===== src/design/kva_pkg.sv =====
// shared constants and control types for the keyboard voice allocator
// no dependencies; used by kva_ctrl, kva_datapath and keyboard_voice_allocator
`timescale 1ns / 1ps
`default_nettype none

package kva_pkg;

	localparam int NUM_SLOTS = 4;
	localparam int NUM_KEYS = 12;

	// width of the key level field on the input port
	localparam int KEY_FIELD_BITS = 12;
	// slots shown on the result port
	localparam int OUT_SLOTS = 4;
	localparam int OUT_KEY_W = 4;

	// slot key code: 0 empty, k+1 for key k
	localparam int KEY_W = $clog2(NUM_KEYS + 1);
	localparam int KIDX_W = (NUM_KEYS > 1) ? $clog2(NUM_KEYS) : 1;

	typedef enum logic [1:0] {
		ST_IDLE,
		ST_SCAN,
		ST_PUBLISH
	} kva_state_t;

	typedef struct packed {
		logic load;
		logic step;
		logic publish;
	} kva_cmd_t;

	typedef struct packed {
		logic last_key;
	} kva_sts_t;

endpackage

`default_nettype wire


===== src/design/kva_datapath.sv =====
// voice slot registers, key counter and result registers of the allocator
// depends on kva_pkg; driven by kva_ctrl through kva_cmd_t
`timescale 1ns / 1ps
`default_nettype none

module kva_datapath (
	input  wire logic                                clk,
	input  wire logic                                arst_n,
	input  wire kva_pkg::kva_cmd_t                   cmd,
	output kva_pkg::kva_sts_t                        sts,
	input  wire logic [kva_pkg::KEY_FIELD_BITS-1:0]  key_up_mask,
	input  wire logic                                octave_button,
	output logic [kva_pkg::OUT_SLOTS-1:0][kva_pkg::OUT_KEY_W-1:0] out_key,
	output logic [kva_pkg::OUT_SLOTS-1:0]            out_octave
);

	logic [kva_pkg::KEY_FIELD_BITS-1:0]              mask_q;
	logic                                            button_q;
	logic [kva_pkg::KIDX_W-1:0]                      kidx_q;
	logic [kva_pkg::NUM_SLOTS-1:0][kva_pkg::KEY_W-1:0] slot_key_q;
	logic [kva_pkg::NUM_SLOTS-1:0]                   slot_oct_q;
	logic [kva_pkg::NUM_SLOTS-1:0][kva_pkg::KEY_W-1:0] key_d;
	logic [kva_pkg::NUM_SLOTS-1:0]                   oct_d;
	logic [kva_pkg::KEY_W-1:0]                       code;
	logic                                            up;
	logic                                            hit;
	logic                                            found;

	assign sts.last_key = (kidx_q == kva_pkg::KIDX_W'(kva_pkg::NUM_KEYS - 1));
	assign code = kva_pkg::KEY_W'(kidx_q) + kva_pkg::KEY_W'(1);

	// keys past the input field read as released
	always_comb begin
		up = 1'b1;
		for (int k = 0; k < kva_pkg::KEY_FIELD_BITS; k++) begin
			if (kidx_q == kva_pkg::KIDX_W'(k)) begin
				up = mask_q[k];
			end
		end
	end

	// one key against all slots in parallel
	always_comb begin
		key_d = slot_key_q;
		oct_d = slot_oct_q;
		hit = 1'b0;
		found = 1'b0;
		for (int s = 0; s < kva_pkg::NUM_SLOTS; s++) begin
			if (slot_key_q[s] == code) begin
				hit = 1'b1;
			end
		end
		if (up) begin
			for (int s = 0; s < kva_pkg::NUM_SLOTS; s++) begin
				if (slot_key_q[s] == code) begin
					key_d[s] = '0;
					oct_d[s] = 1'b1;
				end
			end
		end else if (!hit) begin
			// lowest empty slot wins, no stealing when full
			for (int s = 0; s < kva_pkg::NUM_SLOTS; s++) begin
				if (!found && slot_key_q[s] == '0) begin
					key_d[s] = code;
					oct_d[s] = button_q;
					found = 1'b1;
				end
			end
		end
	end

	always_ff @(posedge clk or negedge arst_n) begin
		if (!arst_n) begin
			slot_key_q <= '0;
			slot_oct_q <= '1;
			kidx_q <= '0;
		end else if (cmd.load) begin
			kidx_q <= '0;
		end else if (cmd.step) begin
			slot_key_q <= key_d;
			slot_oct_q <= oct_d;
			kidx_q <= sts.last_key ? '0 : kidx_q + kva_pkg::KIDX_W'(1);
		end
	end

	always_ff @(posedge clk) begin
		if (cmd.load) begin
			mask_q <= key_up_mask;
			button_q <= octave_button;
		end
	end

	// result registers, missing slots read as empty
	always_ff @(posedge clk) begin
		if (cmd.publish) begin
			for (int s = 0; s < kva_pkg::OUT_SLOTS; s++) begin
				if (s < kva_pkg::NUM_SLOTS) begin
					out_key[s] <= kva_pkg::OUT_KEY_W'(slot_key_q[s]);
					out_octave[s] <= slot_oct_q[s];
				end else begin
					out_key[s] <= '0;
					out_octave[s] <= 1'b1;
				end
			end
		end
	end

endmodule

`default_nettype wire


===== src/design/kva_ctrl.sv =====
// scan sequencer and result handshake of the allocator
// depends on kva_pkg; drives kva_datapath through kva_cmd_t
`timescale 1ns / 1ps
`default_nettype none

module kva_ctrl (
	input  wire logic              clk,
	input  wire logic              arst_n,
	input  wire logic              in_valid,
	output logic                   in_ready,
	output logic                   out_valid,
	input  wire logic              out_ready,
	output kva_pkg::kva_cmd_t      cmd,
	input  wire kva_pkg::kva_sts_t sts
);

	kva_pkg::kva_state_t state_q;
	kva_pkg::kva_state_t state_d;
	logic                out_valid_q;

	assign out_valid = out_valid_q;

	always_ff @(posedge clk or negedge arst_n) begin
		if (!arst_n) begin
			state_q <= kva_pkg::ST_IDLE;
		end else begin
			state_q <= state_d;
		end
	end

	always_comb begin
		state_d = state_q;
		cmd = '0;
		in_ready = 1'b0;
		unique case (state_q)
			kva_pkg::ST_IDLE: begin
				in_ready = 1'b1;
				if (in_valid) begin
					cmd.load = 1'b1;
					state_d = kva_pkg::ST_SCAN;
				end
			end
			kva_pkg::ST_SCAN: begin
				cmd.step = 1'b1;
				if (sts.last_key) begin
					state_d = kva_pkg::ST_PUBLISH;
				end
			end
			kva_pkg::ST_PUBLISH: begin
				// wait until the result register is free
				if (!out_valid_q || out_ready) begin
					cmd.publish = 1'b1;
					state_d = kva_pkg::ST_IDLE;
				end
			end
			default: begin
				state_d = kva_pkg::ST_IDLE;
			end
		endcase
	end

	always_ff @(posedge clk or negedge arst_n) begin
		if (!arst_n) begin
			out_valid_q <= 1'b0;
		end else if (cmd.publish) begin
			out_valid_q <= 1'b1;
		end else if (out_ready) begin
			out_valid_q <= 1'b0;
		end
	end

`ifndef ASSERT_OFF
	a_publish_free: assert property (@(posedge clk) disable iff (!arst_n)
		cmd.publish |-> (!out_valid_q || out_ready))
		else $error("result overwritten before it was taken");

	a_publish_valid: assert property (@(posedge clk) disable iff (!arst_n)
		cmd.publish |=> out_valid)
		else $error("published result not shown");

	a_accept_busy: assert property (@(posedge clk) disable iff (!arst_n)
		(in_valid && in_ready) |=> !in_ready)
		else $error("second request taken during a scan");

	a_step_excl: assert property (@(posedge clk) disable iff (!arst_n)
		$countones({cmd.load, cmd.step, cmd.publish}) <= 1)
		else $error("conflicting datapath commands");
`endif

endmodule

`default_nettype wire


===== src/design/keyboard_voice_allocator.sv =====
// top level of the keyboard voice allocator: ports, sequencer and datapath
// depends on kva_pkg, kva_ctrl and kva_datapath
`timescale 1ns / 1ps
`default_nettype none

// Each request is one keyboard scan (12 key levels, 1 = released, plus the octave
// button). Keys are taken one per cycle, in order 0 to 11, against all four voice
// slots at once: a pressed key not yet held takes the lowest empty slot with the
// button level as its octave flag, a full set of slots drops it, and a released
// key empties every slot holding it. After the request is taken in the load cycle,
// the twelve keys pass in turn through the four parallel slot compares, and then
// the result register is filled. One scan is worked on at a time, and the next is
// taken as soon as the result is registered, even while it waits; a second
// finished scan stalls until the waiting result is taken.

module keyboard_voice_allocator (
	input  wire logic        clk,
	input  wire logic        arst_n,
	input  wire logic        in_valid,
	output logic             in_ready,
	input  wire logic [11:0] key_up_mask,
	input  wire logic        octave_button,
	output logic             out_valid,
	input  wire logic        out_ready,
	output logic [3:0]       slot0_key,
	output logic [3:0]       slot1_key,
	output logic [3:0]       slot2_key,
	output logic [3:0]       slot3_key,
	output logic             slot0_octave,
	output logic             slot1_octave,
	output logic             slot2_octave,
	output logic             slot3_octave
);

	kva_pkg::kva_cmd_t cmd;
	kva_pkg::kva_sts_t sts;
	logic [kva_pkg::OUT_SLOTS-1:0][kva_pkg::OUT_KEY_W-1:0] out_key;
	logic [kva_pkg::OUT_SLOTS-1:0] out_octave;

	kva_ctrl u_ctrl (
		.clk       (clk),
		.arst_n    (arst_n),
		.in_valid  (in_valid),
		.in_ready  (in_ready),
		.out_valid (out_valid),
		.out_ready (out_ready),
		.cmd       (cmd),
		.sts       (sts)
	);

	kva_datapath u_datapath (
		.clk           (clk),
		.arst_n        (arst_n),
		.cmd           (cmd),
		.sts           (sts),
		.key_up_mask   (key_up_mask),
		.octave_button (octave_button),
		.out_key       (out_key),
		.out_octave    (out_octave)
	);

	assign slot0_key = out_key[0];
	assign slot1_key = out_key[1];
	assign slot2_key = out_key[2];
	assign slot3_key = out_key[3];
	assign slot0_octave = out_octave[0];
	assign slot1_octave = out_octave[1];
	assign slot2_octave = out_octave[2];
	assign slot3_octave = out_octave[3];

endmodule

`default_nettype wire

===== config.mk =====
export PLATFORM = sky130hd
export DESIGN_NAME = keyboard_voice_allocator
export DESIGN_NICKNAME = d
export VERILOG_FILES = /design/src/design/kva_pkg.sv /design/src/design/kva_datapath.sv /design/src/design/kva_ctrl.sv /design/src/design/keyboard_voice_allocator.sv
export SDC_FILE = /design/constraint.sdc
export NUM_CORES = 1
export LEC_CHECK = 0
export BUFFER_PORTS_ARGS = -buffer_cell sky130_fd_sc_hd__buf_2
export CAP_MARGIN = 20
export CORE_MARGIN = 2
export CORE_UTILIZATION = 40
export DETAILED_ROUTE_END_ITERATION = 7
export GPL_TIMING_DRIVEN = 0
export MAX_ROUTING_LAYER = met4
export PLACE_DENSITY = 0.56
export SLEW_MARGIN = 20
export SYNTH_ARGS = -nofsm -noshare
export SYNTH_HDL_FRONTEND = slang
export SYNTH_SLANG_ARGS = --single-unit

===== constraint.sdc =====
create_clock -name clk -period 8.4 [get_ports clk]
set_clock_uncertainty 0.1 [all_clocks]
set_input_delay 1.26 -clock clk [delete_from_list [all_inputs] [get_ports clk]]
set_output_delay 1.26 -clock clk [all_outputs]
set_load 0.01 [all_outputs]

Word level (Yosys, flattened, before mapping)
Cells that the tools add are included.

$add $sub $neg: 1. Equal/unequal tests: 25. Multiplexer cells: 60. Bitwise gates (word level): 1. Reduce and logical (&&, ||, !) cells: 25.

Operators with widths (count): two-way mux 4 bit (13); two-way mux 1 bit (41); two-way mux 16 bit (2); zero test 4 bit (5); AND reduction 5 bit (4); equality test 4 x 3 -> 1 bit (second input constant) (4); equality test 4 bit (4); equality test 4 bit (second input constant) (4); nonzero test 2 bit (6); != test 2 bit (second input constant) (5); equality test 4 x 2 -> 1 bit (second input constant) (2); two-way mux 2 bit (3); != test 2 x 1 -> 1 bit (second input constant) (3); one-hot mux 2 bit (3 select lines) (1); adder 4 x 1 -> 4 bit (second input constant) (1); equality test 4 x 1 -> 1 bit (second input constant) (1); zero test 1 bit (4); logical AND 1 bit (3); AND reduction 3 bit (1); equality test 2 x 1 -> 1 bit (second input constant) (1); equality test 2 bit (second input constant) (1); zero test 2 bit (1); logical OR 1 bit (1); inverter 1 bit (1).

Flip-flop bits (word level): 60. Input bits: 17. Logic and storage cells: 130.

Logic depth before layout (Yosys ltp)
Word-level depth: 29. Mapped depth: 10. Mapped depth without buffers: 8.

Modules after synthesis
From an unflattened synthesis, not the netlist that was laid out.

Cell total of the unflattened synthesis: 206. Area total of the unflattened synthesis: 2696.3 sq um.

Modules (own cells, without submodules): kva_datapath (instances 1, cells an instance 191, area each 2542.4 sq um, seq. area each 1596.5 sq um); kva_ctrl (instances 1, cells an instance 15, area each 153.9 sq um, seq. area each 75.1 sq um).

Worst setup path after synthesis
Ideal clock, no wire load.

Kind: flip-flop to flip-flop. From: register u_datapath.kidx_q[0] (netlist bit). To: register u_datapath.slot_oct_q[1] (netlist bit). Data arrival time: 2500 ps. Required time: 8215 ps. Setup slack: 5715 ps. Cell stages (with the launch flop): 9. Clock period less this slack: 2685 ps. Cell sequence: dfrtp_1 -> buf_4 -> inv_1 -> ha_1 -> or3_1 -> o311ai_2 -> nand2_1 -> nor4b_4 -> mux2_1.

Longest elaborated chain between the ends: 15.

RTL lines: start: declaration (line kva_datapath.sv:19) `logic [kva_pkg::KIDX_W-1:0] kidx_q;`; start signal: assignment (line kva_datapath.sv:82) `kidx_q <= sts.last_key ? '0 : kidx_q + kva_pkg::KIDX_W'(1);`; zero test 4 bit (line kva_datapath.sv:36) `if (kidx_q == kva_pkg::KIDX_W'(k)) begin`; two-way mux 1 bit (12 in a row) (line kva_datapath.sv:36); != test 2 bit (no source line) (tied with other cells); AND reduction 5 bit (no source line); end signal: assignment (line kva_datapath.sv:81) `slot_oct_q <= oct_d;`; end: declaration (line kva_datapath.sv:21) `logic [kva_pkg::NUM_SLOTS-1:0] slot_oct_q;`.

Several ways; a longest one is shown, not always the timed one. A chain may end at the register's enable or synchronous reset.

Worst setup path in the final report
From: register u_datapath.kidx_q[0] (netlist bit). To: register u_datapath.slot_oct_q[2] (netlist bit).

Same word-level chain as after synthesis.

==> results.py <==
metrics = {
    "sta": {
        "final_hold_viol_count": 0,
        "fmax_ghz": 0.307,
        "slew_viol_final": 0,
        "hold_slack_ns": 0.425,
        "tns_ns": 0,
        "relSlewSlack_pct": 53.4,
        "fin_crit_sh_pct": 38.8,
        "layout_setup_ws_ns": 5.14,
        "finalSetupViolCount": 0,
        "rsz0062_at_grt": "false",
        "worstMarginPinSlew_ns": 0.694,
        "period_needed_ns": 3.26,
    },
    "floorplanning": {
        "dieArea_um2": 7510,
        "core_area_um2": 6680,
        "io_pins": 39,
        "num_rows": 30,
        "die-height_um": 86.6,
        "dieWidth_um": 86.6,
        "start_util_pct": 40.9,
    },
    "cts": {
        "cts.sinks": 60,
        "ctsRootBufferMaster": "clkbuf_8",
        "cts_tree": "built",
        "clk_pin_slew_ns": 0.06,
        "cts-resized-gates": 0,
        "post_cts_buffers": 0,
        "clock_path_buffers": 2,
        "cts_made_buffers": 9,
        "hold_buffers": 0,
        "htree_levels": 3,
        "clk_latency_ns": 0.33,
    },
    "logic_synthesis": {
        "synth_top_area_cell": "edfxtp_1",
        "yosysWarnings": 0,
        "syn_inst": 185,
        "yosysTopAreaCellShare_pct": 36.3,
        "netlist_area_um2": 2730,
        "synth_cell_types": 48,
        "synth_enable_flop_cells": 33,
        "synthArstFlopShare_pct": 45.0,
        "syn-num-nets": 206,
        "synth_top_cells_by_area": "edfxtp_1 (36%), dfrtp_1 (21%), a22o_1 (5.5%)",
        "ys_ff_latch": 60,
        "ys_seq_area_share_pct": 61.2,
        "ys.flop_type": "edfxtp_1",
        "postSynthAreaPerCell_um2": 14.8,
    },
    "cells_and_area": {
        "final_util_pct": 49.1,
        "antenna_cells": 0,
        "final_net_count": 256,
        "postLayoutCellArea_um2": 3280,
        "drive_above_1_share_pct": 30.4,
        "area_growth_pct": 20.2,
        "multi_input_area_um2": 1010,
        "layout.area.seq_um2": 1670,
        "fillCellCount": 597,
    },
    "setup_path": {
        "cp_max_fo": 9,
        "r2r_start": "u_datapath.kidx_q[0]",
        "crit_path_start": "u_datapath.kidx_q[0]",
        "critPathCaptureType": "flop",
        "cp_data_required_time_ns": 8.56,
        "slowest_delay_ns": 0.54,
        "start_kind": "flop",
        "reg2reg_slack_ns": 5.14,
        "critPathSlowestCell": "o21ai_0",
        "cp_data_arrival_time_ns": 3.41,
        "reg2reg_depth": 9,
        "critical_path_class": "flop to flop",
        "cp_cell_sequence": "buf_4, inv_1, ha_1, nor2b_1, a211oi_1, o21ai_0, nand2_1, nor4_4, mux2_1",
        "timing.rr.end": "u_datapath.slot_oct_q[2]",
    },
    "grt": {
        "grt_max_degree": 28,
        "gr-usage-all-layers_pct": 15.8,
        "antenna_found_initial": 0,
        "overflow": 0,
        "grt_pass1_vias": 1740,
        "grt_pass1_wl_mm": 8.59,
    },
    "power_and_ir_drop": {
        "max-vdd-ir-drop_uv": 132,
        "leakage_nw": 1.34,
        "powerDensity_nw_per_um2": 385,
    },
    "flow_run": {
        "drv_cap": 0,
    },
    "drt": {
        "drcViolationCount": 0,
        "wl_mm": 5.09,
        "dr_total_vias": 1702,
        "final_antenna_net_count": 0,
        "vias_per_cell": 5.32,
        "drtIter0Drc": 81,
        "wl_per_cell_um": 15.9,
        "drt_pass1_iterations": 4,
    },
    "place": {
        "post-place-ws_ns": 5.14,
        "port_buffers": 38,
        "dp_hpwl_mm": 3.56,
        "place.gp.congestion": 0.791,
        "placed_area_um2": 3040,
    },
    "min_path": {
        "whs_path_depth": 0,
        "hold_path.class": "flop to flop",
        "hold_start": "u_datapath.slot_oct_q[3]",
        "hold_end": "u_datapath.out_octave[3]",
    },
    "outcome": {
        "outcome": "completed",
    },
}
==> where the power goes <==
part	total [mW]	internal, mW	switching [mW]	leakage, nW
Combinational	0.479	0.208	0.271	0.563
Clock	0.310	0.204	0.106	0.121
Sequential	0.476	0.417	0.0591	0.655
==> how the worst max path moves through the flow <==
stage | cells after the start | slack, ns | to
finish | 9 | 5.14 | u_datapath.slot_oct_q[2]
global route | 9 | 4.88 | u_datapath.slot_oct_q[2]
CTS | 10 | 5.13 | u_datapath.slot_oct_q[2]
detailed placement | 10 | 5.14 | u_datapath.slot_oct_q[2]
global placement | 10 | 5.18 | u_datapath.slot_oct_q[2]
floorplan | 8 | 5.72 | u_datapath.slot_oct_q[1]
==> through the flow <==
stage	power, mW	cells
after detailed placement	0.960	304
after CTS	1.28	320
after global placement	0.948	303
after floorplan	0.835	185
after global routing	1.35	320
final	1.27	320
==> cell type report <==
cell class	instances	share of cell area [%]
tap	80	3.05
sequential	60	50.9
clock inverter	5	3.01
clock buffer	11	4.31
multi-input combinational	114	30.8
inverter	4	0.457
timing repair buffer	39	6.14
buffer	7	1.30
==> cells in the mapped netlist, types with 2 or more instances <==
cell and instances:
nand2_1 5, nand2b_1 9, nor4_1 3, o21ai_0 4
nor2_1 6, edfxtp_1 33, xnor3_1 4, nand4_1 3
and2_1 2, buf_4 4, xnor2_1 8, nor3b_1 2
mux2_1 3, dfrtp_1 23, xor2_1 4, inv_1 4
nor3_1 2, nor2b_1 5, a211o_1 4, clkbuf_1 2
a22o_1 17, nand3b_1 2, ha_1 4, or4_1 2
a21oi_1 3, mux2i_1 2, dfstp_2 4
==> placed cells by master, fill, tap and decap left out, types with 4 or more instances in the layout <==
master	count
a211o_1	4
a22o_1	17
buf_2	39
buf_4	4
clkbuf_8	10
dfrtp_1	23
dfstp_2	4
edfxtp_1	33
ha_1	4
inv_1	4
nand2_1	5
nand2b_1	9
nor2_1	5
nor2b_1	5
o21ai_0	4
xnor2_1	8
xnor3_1	4
xor2_1	4
==> flip-flops by register name (all words and copies together) (netlist names) <==
signal	flops
u_datapath.out_key	16
u_datapath.slot_key_q	16
u_datapath.out_octave	4
u_ctrl.state_q	2
u_datapath.kidx_q	4
u_datapath.slot_oct_q	4
u_datapath.button_q	1
u_ctrl.out_valid	1
u_datapath.mask_q	12
==> worst max-delay path: cells and delay by family, from the launching register on <==
family	cells	cell delay (ns)
DFF	1	0.40
and+or+nand+nor	3	1.01
muxes	1	0.37
AOI/OAI and AO/OA	2	0.60
adders and majority gates	1	0.26
buffers and inverters	2	0.43
==> logic make-up (layout without fill, tap and decap cells) <==
logic type	count (synthesis)	in the layout	synth area share (%)
AOI/OAI and AO/OA	37	37	11.0
xor gates and xnor gates	18	18	9.02
adders and majority gates	4	4	1.83
buffers and inverters	11	66	2.11
DFF	60	60	61.2
muxes	6	6	2.38
and+or+nand+nor	49	49	12.5
==> per-layer routing <==
| layer | global-route usage [%] | routed length, um | vias to the layer above | share of wire (%) |
|---|---|---|---|---|
| li1 | - | - | 803 | - |
| met1 | 18.7 | 2210 | 838 | 43 |
| met2 | 24.5 | 2540 | 47 | 50 |
| met3 | 4.19 | 216 | 14 | 4.2 |
| met4 | 8.95 | 125 | 0 | 2.5 |
| met5 | - | 0 | - | 0 |
Power figures use the tool's default switching activity.
